[config.mk]
export PLATFORM = sky130hd
export DESIGN_NAME = sxd_front
export DESIGN_NICKNAME = d
export VERILOG_FILES = /design/src/hw/rtl/sxd_pkg.sv /design/src/hw/rtl/sxd_front.sv
export SDC_FILE = /design/constraint.sdc
export NUM_CORES = 1
export LEC_CHECK = 0
export BUFFER_PORTS_ARGS = -buffer_cell sky130_fd_sc_hd__buf_2
export CORE_ASPECT_RATIO = 0.75
export CORE_MARGIN = 2
export CORE_UTILIZATION = 40
export CTS_CLUSTER_SIZE = 10
export DETAILED_ROUTE_END_ITERATION = 7
export PLACE_DENSITY = 0.64
export SYNTH_ARGS = -nofsm -noshare
export SYNTH_HDL_FRONTEND = slang
export SYNTH_SLANG_ARGS = --single-unit
[constraint.sdc]
create_clock -name clk -period 3.1 [get_ports clk]
set_input_delay 0.62 -clock clk [delete_from_list [all_inputs] [get_ports clk]]
set_output_delay 0.62 -clock clk [all_outputs]
set_load 0.01 [all_outputs]
[src/hw/rtl/sxd_pkg.sv]
// Package for the sprite XOR display engine: screen constants, operation codes,
// queue entry type and back-end state type. No dependencies.
package sxd_pkg;
	localparam int ScreenRows = 64;
	localparam int ScreenCols = 128;
	localparam int RowW = 6;
	localparam int AddrW = 7;
	localparam int QDepth = 2;

	typedef enum logic [2:0] {
		OP_DRAW = 3'd0, OP_SDOWN = 3'd1, OP_SRIGHT = 3'd2, OP_SLEFT = 3'd3,
		OP_LORES = 3'd4, OP_HIRES = 3'd5, OP_READ = 3'd6, OP_CLEAR = 3'd7
	} op_t;

	typedef struct packed {
		op_t         op;
		logic [7:0]  x_pos;
		logic [7:0]  y_pos;
		logic [3:0]  row_index;
		logic [15:0] sprite_bits;
		logic        wide_sprite;
		logic        last_row;
		logic [3:0]  scroll_lines;
		logic [5:0]  read_line;
		logic        read_half;
	} item_t;

	typedef enum logic [2:0] {
		ST_IDLE, ST_RD, ST_WAIT, ST_WR, ST_OUT
	} state_t;
endpackage

[src/hw/rtl/sxd_front.sv]
// Front part: accepts items into a two-entry queue.
// Depends on sxd_pkg.
module sxd_front (
	input  logic           clk,
	input  logic           arst_n,
	input  logic           in_valid,
	output logic           in_ready,
	input  sxd_pkg::item_t in_item,
	output logic           q_valid,
	input  logic           q_pop,
	output sxd_pkg::item_t q_item
);
	sxd_pkg::item_t mem_q [sxd_pkg::QDepth];
	logic wp_q, rp_q;
	logic [1:0] cnt_q;
	logic push;

	assign in_ready = (cnt_q != 2'd2);
	assign push = in_valid && in_ready;
	assign q_valid = (cnt_q != 2'd0);
	assign q_item = mem_q[rp_q];

	always_ff @(posedge clk) begin
		if (push) mem_q[wp_q] <= in_item;
	end

	always_ff @(posedge clk or negedge arst_n) begin
		if (!arst_n) begin
			wp_q <= 1'b0;
			rp_q <= 1'b0;
			cnt_q <= 2'd0;
		end else begin
			if (push) wp_q <= ~wp_q;
			if (q_pop) rp_q <= ~rp_q;
			cnt_q <= cnt_q + {1'b0, push} - {1'b0, q_pop};
		end
	end
endmodule

==> reports/qor.log, run 1 <==
qor: outcome.status complete, no violations
qor: floorplan.core_region_area 10200 um^2
qor: setup_path.cp-endpoint q_item[0]
qor: logic_synthesis.synth_area 4170 um^2
qor: clock_network.clkLatencyLatePin 0.34 ns
qor: sta.timing.hold.ws 0.0727 ns
qor: finish.final_core_utilization 50.9%
qor: global_routing.grt_overflow_total 0
qor: global_routing.initial_antenna_violation_count 0
qor: place.port_buffers 109
qor: setup_path.timing.critical_path.arrival 2.01 ns
qor: clock_network.cts_made_buffers 9
qor: routing.vias 2010
qor: pwr.power.sequential.fraction 44.9%
qor: sta.grt_setup_unrepaired no
qor: setup_path.critPathRequiredTime 2.48 ns
qor: logic_synthesis.syn_avg_cell_area 23.3 um^2
qor: floorplan.io-pin-count 110
qor: routing.detailedRoute.firstIterationViolations 130
qor: clock_network.htree_num_levels 3
qor: routing.routed_via_density 4.58
qor: place.dpl_cell_area 4880 um^2
qor: finish.layout-area-overhead-vs-synth 24.8%
qor: finish.fillers 874
qor: sta.timing_hold_violations_final 0
qor: routing.wire_per_inst 15.9 um
qor: setup_path.element_type_at_the_critical_path_end output pin
qor: clock_network.hold_buffers 0
qor: setup_path.worst-setup-path-type flop to output pin
qor: setup_path.startpoint_of_the_worst_register_to_register_path cnt_q[1]
qor: floorplan.floorplan.initialDensity 40.8%
qor: setup_path.timing.critical_path.fanout_max 32
qor: finish.nNetsFinal 355
qor: pwr.power_per_cell_area 944 nW/um^2
qor: job.maxCapViolations 0
qor: finish.final_design_area_no_fill 5200 um^2
qor: setup_path.rrSetupSlack 1.32 ns
qor: global_routing.track_usage 13.1%
qor: pwr.cellInternalPower 3.52 mW
qor: routing.detail_route.wirelength 7.00 mm
qor: global_routing.grt_pass1_vias 2146
qor: clock_network.clock_tree_from_tritoncts done
qor: logic_synthesis.count_of_state_elements_after_synthesis 108
qor: pwr.leakage_power 2.08 nW
qor: global_routing.grt_pass1_wl 10.8 mm
qor: clock_network.cts_num_sinks 108
qor: finish.drive_above_1_share 61.1%
qor: pwr.net-switching-power 1.39 mW
qor: place.gp_congestion 0.680
qor: logic_synthesis.synth-warning-count 0
qor: floorplan.dieHeight 92.4 um
qor: sta.timing.max_slew.rel_slack 57.7%
qor: clock_network.cts_resized 0
qor: sta.totalNegativeSetupSlack 0 ns
qor: worst_hold_path.timing.hold.worst.class primary input to asynchronous set/reset pin
qor: pwr.comb_power_share 30.4%
qor: setup_path.worst_r2r_dst mem_q[1][46]
qor: setup_path.worstSetupStartpointType flop
qor: sta.min_period_over_period 84.7%
qor: sta.worst_pin_slew 0.635 ns
qor: pwr.vdd.ir_drop.worst 560 uV
qor: clock_network.post-cts-setup-buffers 0
qor: global_routing.grt_max_degree 33
qor: clock_network.cts_root_buffer clkbuf_16
qor: sta.setup-violations-final 0
qor: pwr.share_clk_of_total_power 24.7%
qor: place.dp_hpwl 4.52 mm
qor: setup_path.worst_setup_path_startpoint rp_q
qor: floorplan.die_area 11300 um^2
qor: sta.finalCriticalPeriod 2.63 ns
qor: finish.n_antenna_cell 0
qor: logic_synthesis.yosysSeqAreaShare 77.4%
qor: routing.drcViolationCount 0
qor: clock_network.cts_max_path_buffers 2
qor: routing.drtAntennaViolNets 0
qor: routing.drtPass1Iterations 4
qor: logic_synthesis.netlist-cell-type-count 16
qor: floorplan.die_width 122 um
qor: logic_synthesis.syn_nets 236
qor: pwr.sw_frac_of_total 28.3%
qor: sta.max_freq 0.381 GHz
qor: logic_synthesis.syn_inst 179
qor: clock_network.worst_setup_hold_path_clk_slew 0.07 ns
qor: sta.final_max_slew_viol_count 0
qor: setup_path.rr_worst_depth 3
qor: floorplan.number_of_standard_cell_rows_in_the_floorplan 32
qor: sta.clock_skew 0.00570 ns
==> cell usage after synthesis (all sizes together) <==
cell type | number | area [um^2]
nor3b | 1 | 12.5
nand2 | 1 | 3.75
buf | 6 | 67.6
nor2 | 1 | 3.75
a21bo | 1 | 10.0
mux2 | 52 | 769
edfxtp | 104 | 3120
dfrtp | 4 | 100
ha | 1 | 12.5
xor2 | 1 | 8.76
nand2b | 1 | 6.26
and3 | 1 | 6.26
xnor2 | 3 | 26.3
a21oi | 1 | 8.76
or2 | 1 | 6.26
==> layout make-up <==
type	instances	area, um^2	area share (%)
clock inverters	7	97.6	1.88
clock buffers	9	225	4.33
repair buffers	114	596	11.5
flip-flops and latches	108	3230	62.1
well taps	136	170	3.27
multi-input cells	65	883	17.0
==> cell usage in the layout (no fill, tap or decap) <==
| cell | n |
|---|---|
| a21bo_1 | 1 |
| a21oi_2 | 1 |
| and3_2 | 1 |
| buf_12 | 1 |
| buf_2 | 109 |
| buf_4 | 4 |
| bufinv_16 | 2 |
| clkbuf_16 | 9 |
| clkinv_2 | 1 |
| clkinvlp_4 | 2 |
| dfrtp_1 | 3 |
| dfrtp_4 | 1 |
| edfxtp_1 | 104 |
| ha_1 | 1 |
| inv_6 | 2 |
| mux2_1 | 3 |
| mux2_4 | 49 |
| nand2_1 | 1 |
| nand2b_1 | 1 |
| nor2_4 | 1 |
| nor3b_2 | 1 |
| or2_2 | 1 |
| xnor2_1 | 3 |
| xor2_1 | 1 |
==> critical path, stage by stage (launching register included) <==
cell and delay, ns:
dfrtp_4 0.83, buf_4 0.35, mux2_1 0.34, buf_2 0.14
==> registers in the layout (all words and copies together), names as in the netlist <==
name and flops:
mem_q 104, cnt_q 2, wp_q 1, rp_q 1
==> layer usage <==
layer,GRT usage [%],vias to the layer above,wire [um]
met4,4.60,0,93
li1,-,939,-
met2,19.8,75,3180
met1,16.3,986,3090
met3,6.40,10,631
met5,0,-,0
==> how the worst min path moves through the flow <==
stage	start	end	slack [ns]	cells after the start
2_1_floorplan	arst_n	cnt_q[0]	0.32	0
3_3_place_gp	arst_n	cnt_q[1]	0.43	1
3_5_place_dp	arst_n	cnt_q[0]	0.43	1
4_1_cts	arst_n	cnt_q[0]	0.06	1
5_1_grt	arst_n	cnt_q[1]	0.06	1
6_report	arst_n	cnt_q[1]	0.07	1
==> power by group through the flow <==
stage          Clock, mW  Combinational, mW  Sequential, mW
3_5_place_dp           0               1.51            2.25
5_1_grt             1.30               1.62            2.25
2_1_floorplan          0               1.15            2.11
3_3_place_gp           0               1.51            2.23
4_1_cts             1.24               1.52            2.22
6_report            1.21               1.49            2.20
==> through the flow <==
stage          setup WS, ns  total power [mW]  instances
2_1_floorplan         0.596              3.26        179
3_3_place_gp          0.815              3.74        423
3_5_place_dp          0.795              3.76        423
4_1_cts               0.417              4.98        439
5_1_grt               0.345              5.17        439
6_report              0.474              4.91        439
==> cell families after synthesis <==
logic type / Yosys count / synth area share, %
AOI/OAI and AO/OA: 2 / 0.451
xor gates and xnor gates: 4 / 0.841
adders and majority gates: 1 / 0.300
buffers and inverters: 6 / 1.62
DFF: 108 / 77.4
muxes: 52 / 18.5
and+or+nand+nor: 6 / 0.931
Note: power is estimated with default switching activity, not from simulation.
==> run 2, diff against run 1 <==
==> constraint.sdc (replaced) <==
create_clock -name clk -period 2.2 [get_ports clk]
set_input_delay 0.44 -clock clk [delete_from_list [all_inputs] [get_ports clk]]
set_output_delay 0.44 -clock clk [all_outputs]
set_load 0.01 [all_outputs]
==> reports/qor.log, run 2 (synthesis gave the netlist of run 1 again) <==
qor: pwr.cellInternalPower 4.79 mW [+36%]
qor: sta.timing_hold_violations_final 0 [unchanged]
qor: place.gp_congestion 0.680 [-0.10%]
qor: clock_network.cts_root_buffer clkbuf_16
qor: pwr.comb_power_share 34.7% [+4.3 points]
qor: setup_path.worst_setup_path_startpoint rp_q
qor: routing.detailedRoute.firstIterationViolations 101 [-22%]
qor: place.dpl_cell_area 4900 um^2 [+0.56%]
qor: global_routing.grt_max_degree 29 [-12%]
qor: sta.min_period_over_period 90.3%
qor: clock_network.cts_made_buffers 9 [unchanged]
qor: pwr.share_clk_of_total_power 21.1% [-3.6 points]
qor: place.port_buffers 109 [unchanged]
qor: sta.timing.hold.ws 0.287 ns [+0.214 ns]
qor: floorplan.core_region_area 10200 um^2 [unchanged]
qor: clock_network.htree_num_levels 3 [unchanged]
qor: finish.sequential_cell_area 3230 um^2 [unchanged]
qor: routing.detail_route.wirelength 6.82 mm [-2.5%]
qor: finish.number_of_non_filler_instances_in_the_completed_layout 443 [+0.91%]
qor: worst_hold_path.timing.hold.worst.class primary input to flop
qor: routing.routed_via_density 4.49 [-1.9%]
qor: place.dp_hpwl 4.52 mm [about the same]
qor: floorplan.io-pin-count 110 [unchanged]
qor: sta.worst_pin_slew 0.397 ns [-0.238 ns]
qor: setup_path.startpoint_of_the_worst_register_to_register_path cnt_q[1]
qor: setup_path.timing.critical_path.arrival 1.55 ns [-0.46 ns]
qor: setup_path.element_type_at_the_critical_path_end output pin
qor: sta.grt_setup_unrepaired no
qor: global_routing.grt_pass1_wl 10.6 mm [-1.7%]
qor: clock_network.clkLatencyLatePin 0.34 ns [about the same]
qor: routing.vias 1990 [-1.0%]
qor: clock_network.cts_num_sinks 108 [unchanged]
qor: finish.layout_common_cells buf_2, edfxtp_1, mux2_4
qor: setup_path.cpPeakStageDelay 0.53 ns [-0.30 ns]
qor: sta.setup-violations-final 0 [unchanged]
qor: finish.registers.top_by_ff_count mem_q
qor: sta.final_max_slew_viol_count 0 [unchanged]
qor: global_routing.initial_antenna_violation_count 0 [unchanged]
qor: clock_network.cts_max_path_buffers 2 [unchanged]
qor: setup_path.worst-setup-path-type flop to output pin
qor: finish.final_design_area_no_fill 5190 um^2 [-0.12%]
qor: routing.drtAntennaViolNets 0 [unchanged]
qor: pwr.power.sequential.fraction 44.2% [-0.7 points]
qor: clock_network.cts_resized 0 [unchanged]
qor: setup_path.rr_worst_depth 4 [+1]
qor: global_routing.grt_overflow_total 0 [unchanged]
qor: routing.drcViolationCount 0 [unchanged]
qor: setup_path.worst_path_max_delay_cell dfrtp_4
qor: sta.totalNegativeSetupSlack 0 ns [unchanged]
qor: pwr.power_per_cell_area 1290 nW/um^2 [+37%]
qor: floorplan.number_of_standard_cell_rows_in_the_floorplan 32 [unchanged]
qor: finish.final_core_utilization 50.9% [-0.061 points]
qor: finish.n_antenna_cell 0 [unchanged]
qor: pwr.sw_frac_of_total 28.6% [+0.31 points]
qor: finish.multi_input_area 883 um^2 [unchanged]
qor: floorplan.die_area 11300 um^2 [unchanged]
qor: worst_hold_path.worst_hold_path.num_cells 1
qor: finish.largest_register_ffs 104 [unchanged]
qor: floorplan.floorplan.initialDensity 40.8% [unchanged]
qor: floorplan.dieHeight 92.4 um [unchanged]
qor: routing.wire_per_inst 15.4 um [-3.4%]
qor: pwr.net-switching-power 1.92 mW [+38%]
qor: floorplan.die_width 122 um [unchanged]
qor: finish.layout-area-overhead-vs-synth 24.7%
qor: sta.clock_skew 0.00485 ns [-0.000850 ns]
qor: outcome.status complete, no violations
qor: clock_network.clock_tree_from_tritoncts done
qor: setup_path.critPathRequiredTime 1.76 ns [-0.72 ns]
qor: finish.nNetsFinal 361 [+1.7%]
qor: pwr.leakage_power 2.08 nW [about the same]
qor: routing.drtPass1Iterations 4 [unchanged]
qor: worst_hold_path.worst_hold_startpoint in_item[16]
qor: global_routing.track_usage 12.7% [-0.34 points]
qor: finish.fillers 859 [-1.7%]
qor: setup_path.timing.critical_path.fanout_max 9 [-72%]
qor: clock_network.worst_setup_hold_path_clk_slew 0.07 ns [about the same]
qor: job.maxCapViolations 0 [unchanged]
qor: finish.regs_by_ff_count mem_q: 104 flops, cnt_q: 2 flops
qor: setup_path.worstSetupStartpointType flop
qor: pwr.vdd.ir_drop.worst 648 uV [+16%]
qor: setup_path.crit_chain buf_4 > mux2_1 > buf_2
qor: sta.timing.max_slew.rel_slack 73.5% [+16 points]
qor: finish.drive_above_1_share 60.6% [-0.47 points]
qor: finish.mostFrequentLayoutCell buf_2
qor: sta.finalCriticalPeriod 1.99 ns
qor: sta.max_freq 0.503 GHz
qor: global_routing.grt_pass1_vias 2105 [-1.9%]
qor: place.placedCellCount 425 [+0.47%]
## run 2: cell count changes in the layout (fill, tap and decap cells not counted)
cell,previous run,this run
inv_6,2,1
dlygate4sd3_1,0,1
clkbuf_1,0,1
clkinv_2,1,0
buf_12,1,2
clkinv_1,0,1
bufinv_16,2,0
buf_4,4,8
## run 2: worst paths after layout
check / to / slack (ns)
max: q_item[0] / 0.21
min: mem_q[1][16] / 0.29
max reg2reg: mem_q[0][21] / 0.68
min reg2reg: wp_q / 0.54
max in group asynchronous: rp_q / 1.60
min in group asynchronous: cnt_q[0] / 0.46
## run 2: power by group through the flow
stage / Sequential, mW / Combinational [mW] / Clock (mW)
after global placement: 3.06 / 2.27 / 0
after CTS: 3.04 / 2.28 / 1.47
final: 2.97 / 2.33 / 1.42
after detailed placement: 3.08 / 2.27 / 0
after global routing: 3.02 / 2.53 / 1.53
after floorplan: 2.96 / 1.63 / 0
## run 2: per-stage QoR
step | setup slack (ns) | power, mW
after floorplan | 0.284 | 4.59
after global placement | 0.411 | 5.33
after detailed placement | 0.410 | 5.35
after CTS | 0.0308 | 6.78
after global routing | 0.147 | 7.08
final | 0.213 | 6.71
## run 2: layer usage
metal	global-route usage (%)	up-vias	routed length (um)
met5	0	-	0
met4	4.31	0	86
met3	6.65	9	710
met2	20.4	77	3120
met1	14.7	952	2900
li1	-	952	-
## run 2: final cells by class
class / instances / area share, %
flip-flops and latches: 108 / 62.1
well taps: 136 / 3.28
clock buffers: 10 / 4.41
clock inverters: 4 / 0.530
multi-input cells: 65 / 17.0
repair buffers: 120 / 12.6
## run 2: repair_timing
| item | CTS | global route |
|---|---|---|
| hold buffers | 1 | 0 |
| endpoints found under the setup margin | 0 | 3 |
| endpoints found under the hold margin | 4 | 0 |
| setup buffers | 0 | 3 |
## run 2: worst max-delay path: cells and delay by family, from the launching register on
kind	cells	cell delay (ns)
flops	1	0.53
buf+inv	2	0.36
mux	1	0.32
==> run 3, diff against run 2 <==
--- a/config.mk
+++ b/config.mk
@@ -12,6 +12,8 @@
 export CTS_CLUSTER_SIZE = 10
 export DETAILED_ROUTE_END_ITERATION = 7
 export PLACE_DENSITY = 0.64
+export SKIP_LAST_GASP = 1
 export SYNTH_ARGS = -nofsm -noshare
 export SYNTH_HDL_FRONTEND = slang
 export SYNTH_SLANG_ARGS = --single-unit
+export TNS_END_PERCENT = 20
==> constraint.sdc (replaced) <==
create_clock -name clk -period 1.8 [get_ports clk]
set_input_delay 0.36 -clock clk [delete_from_list [all_inputs] [get_ports clk]]
set_output_delay 0.36 -clock clk [all_outputs]
set_load 0.01 [all_outputs]
==> reports/qor.log, run 3 (synthesis gave the netlist of run 1 again) <==
qor: place.dp_hpwl 4.34 mm [-4.1%]
qor: routing.drtAntennaViolNets 0 [unchanged]
qor: place.dpl_cell_area 4930 um^2 [+0.51%]
qor: place.port_buffers 109 [unchanged]
qor: finish.layout_common_cells buf_2, edfxtp_1, mux2_4
qor: clock_network.post-cts-setup-buffers 0 [unchanged]
qor: finish.mostFrequentLayoutCell buf_2
qor: global_routing.track_usage 12.6% [-0.14 points]
qor: pwr.power_per_cell_area 1590 nW/um^2 [+23%]
qor: pwr.vdd.ir_drop.worst 1020 uV [+57%]
qor: sta.setup-violations-final 52 [+52]
qor: finish.nNetsFinal 356 [-1.4%]
qor: clock_network.worst_setup_hold_path_clk_slew 0.07 ns [about the same]
qor: place.dp_slack 0.269 ns [-0.140 ns]
qor: floorplan.io-pin-count 110 [unchanged]
qor: sta.clock_skew 0.00333 ns [-0.00152 ns]
qor: routing.detailedRoute.firstIterationViolations 163 [+61%]
qor: sta.timing.max_slew.rel_slack 79.5% [+6.0 points]
qor: sta.finalCriticalPeriod 1.88 ns
qor: finish.n_antenna_cell 0 [unchanged]
qor: clock_network.cts_made_buffers 9 [unchanged]
qor: floorplan.die_width 122 um [unchanged]
qor: finish.fillers 875 [+1.9%]
qor: floorplan.floorplan.initialDensity 40.8% [unchanged]
qor: routing.route.layer.met1.wl 2.75 mm [-5.3%]
qor: setup_path.worst-setup-path-type flop to output pin
qor: global_routing.grt_pass1_vias 2078 [-1.3%]
qor: global_routing.grt_max_degree 53 [+83%]
qor: finish.drive_above_1_share 60.2% [-0.39 points]
qor: setup_path.timing.critical_path.fanout_max 27 [+18]
qor: worst_hold_path.worst_hold_path.num_cells 1 [unchanged]
qor: floorplan.die_area 11300 um^2 [unchanged]
qor: global_routing.initial_antenna_violation_count 0 [unchanged]
qor: routing.routed_via_density 4.62 [+2.8%]
qor: floorplan.number_of_standard_cell_rows_in_the_floorplan 32 [unchanged]
qor: outcome.failed_checks negative setup slack
qor: setup_path.element_type_at_the_critical_path_end output pin
qor: routing.drcViolationCount 0 [unchanged]
qor: sta.final_max_slew_viol_count 0 [unchanged]
qor: worst_hold_path.timing.hold.worst.class primary input to flop
qor: finish.regs_by_ff_count mem_q: 104 flops, cnt_q: 2 flops
qor: finish.final_design_area_no_fill 5220 um^2 [+0.58%]
qor: sta.totalNegativeSetupSlack -2.72 ns [-2.72 ns]
qor: routing.detail_route.wirelength 6.70 mm [-1.8%]
qor: clock_network.cts_root_buffer clkbuf_16
qor: floorplan.dieHeight 92.4 um [unchanged]
qor: routing.highest_layer met4
qor: setup_path.rr_worst_depth 3 [-1]
qor: finish.registers.top_by_ff_count mem_q
qor: sta.grt_setup_unrepaired yes
qor: clock_network.htree_num_levels 3 [unchanged]
qor: sta.fin_ws -0.0760 ns [-0.289 ns]
qor: clock_network.clock_tree_from_tritoncts done
qor: outcome.status finished with violations
qor: finish.largest_register_ffs 104 [unchanged]
qor: pwr.leakage_power 2.09 nW [+0.22%]
qor: pwr.finalPower 8.32 mW [+24%]
qor: global_routing.grt_pass1_wl 10.4 mm [-1.9%]
qor: job.maxCapViolations 0 [unchanged]
qor: clock_network.cts_max_path_buffers 2 [unchanged]
qor: sta.timing_hold_violations_final 0 [unchanged]
qor: place.gp_congestion 0.689 [+1.4%]
qor: sta.worst_pin_slew 0.308 ns [-0.0895 ns]
qor: routing.vias 2032 [+2.1%]
qor: clock_network.cts_num_sinks 108 [unchanged]
qor: sta.min_period_over_period 104%
qor: routing.drtPass1Iterations 4 [unchanged]
qor: routing.route.met2.wl 3.10 mm [-0.77%]
qor: finish.layout-area-overhead-vs-synth 25.4%
qor: global_routing.grt_overflow_total 0 [unchanged]
qor: setup_path.worstSetupStartpointType flop
qor: setup_path.critPathRequiredTime 1.44 ns [-0.32 ns]
qor: routing.wl_met3 787 um [+11%]
qor: setup_path.timing.critical_path.arrival 1.52 ns [-0.03 ns]
qor: clock_network.clkLatencyLatePin 0.33 ns [about the same]
qor: sta.max_freq 0.533 GHz
qor: routing.wire_per_inst 15.2 um [-1.1%]
qor: floorplan.core_region_area 10200 um^2 [unchanged]
run 3: cell count changes in the layout (fill, tap and decap cells not counted):
cell and change:
buf_12 +3, buf_4 -8, inv_6 -1, clkinvlp_4 -1, clkinv_2 +2, nand2_1 -1, bufinv_16 +1, clkinv_1 +1
nand2_2 +1
run 3: final timing paths:
path	from	endpoint	slack, ns
worst min-delay path	in_item[5]	mem_q[1][5]	0.21
min in group asynchronous	arst_n	cnt_q[1]	0.38
worst max register to register	cnt_q[0]	mem_q[1][28]	0.38
max in group asynchronous	arst_n	rp_q	1.28
worst min register to register	wp_q	wp_q	0.55
worst max-delay path	rp_q	q_item[12]	-0.08
run 3: worst max-delay path, cell delays in order, from the launching register on:
cell and delay (ns):
dfrtp_4 0.50, buf_12 0.20, mux2_4 0.33, buf_2 0.14
run 3: timing repair:
item | in CTS | in global routing
endpoints found under the hold margin | 4 | 0
hold buffers | 1 | 0
gates resized for setup | 0 | 0
setup endpoints to repair | 52 | 52
pin swaps | 0 | 0
run 3: layout make-up:
| cell class | count | area (um^2) | share of cell area [%] |
|---|---|---|---|
| clock buffers | 10 | 229 | 4.38 |
| clock inverters | 6 | 55.1 | 1.05 |
| multi-input cells | 65 | 886 | 17.0 |
| flip-flops and latches | 108 | 3230 | 61.8 |
| well taps | 136 | 170 | 3.26 |
| repair buffers | 115 | 656 | 12.6 |
run 3: per-stage QoR:
| stage | utilization, % | hold WS, ns | cells |
|---|---|---|---|
| global route | 51.2 | 0.188 | 440 |
| global placement | 48.3 | 0.173 | 423 |
| floorplan | - | 0.0644 | 179 |
| detailed placement | 48.3 | 0.175 | 423 |
| CTS | 51.2 | 0.193 | 440 |
| finish | 51.2 | 0.210 | 440 |
run 3: where the power goes:
group	leakage, nW	internal [mW]	total (mW)	switching (mW)
combinational	0.937	1.49	2.86	1.37
clock	0.137	1.06	1.85	0.788
sequential	1.01	3.44	3.61	0.165
run 3: metal layers:
layer	global-route usage (%)	vias to the layer above
met2	19.4	88
li1	-	942
met1	15.0	992
met5	0	-
met4	4.02	0
met3	7.08	10
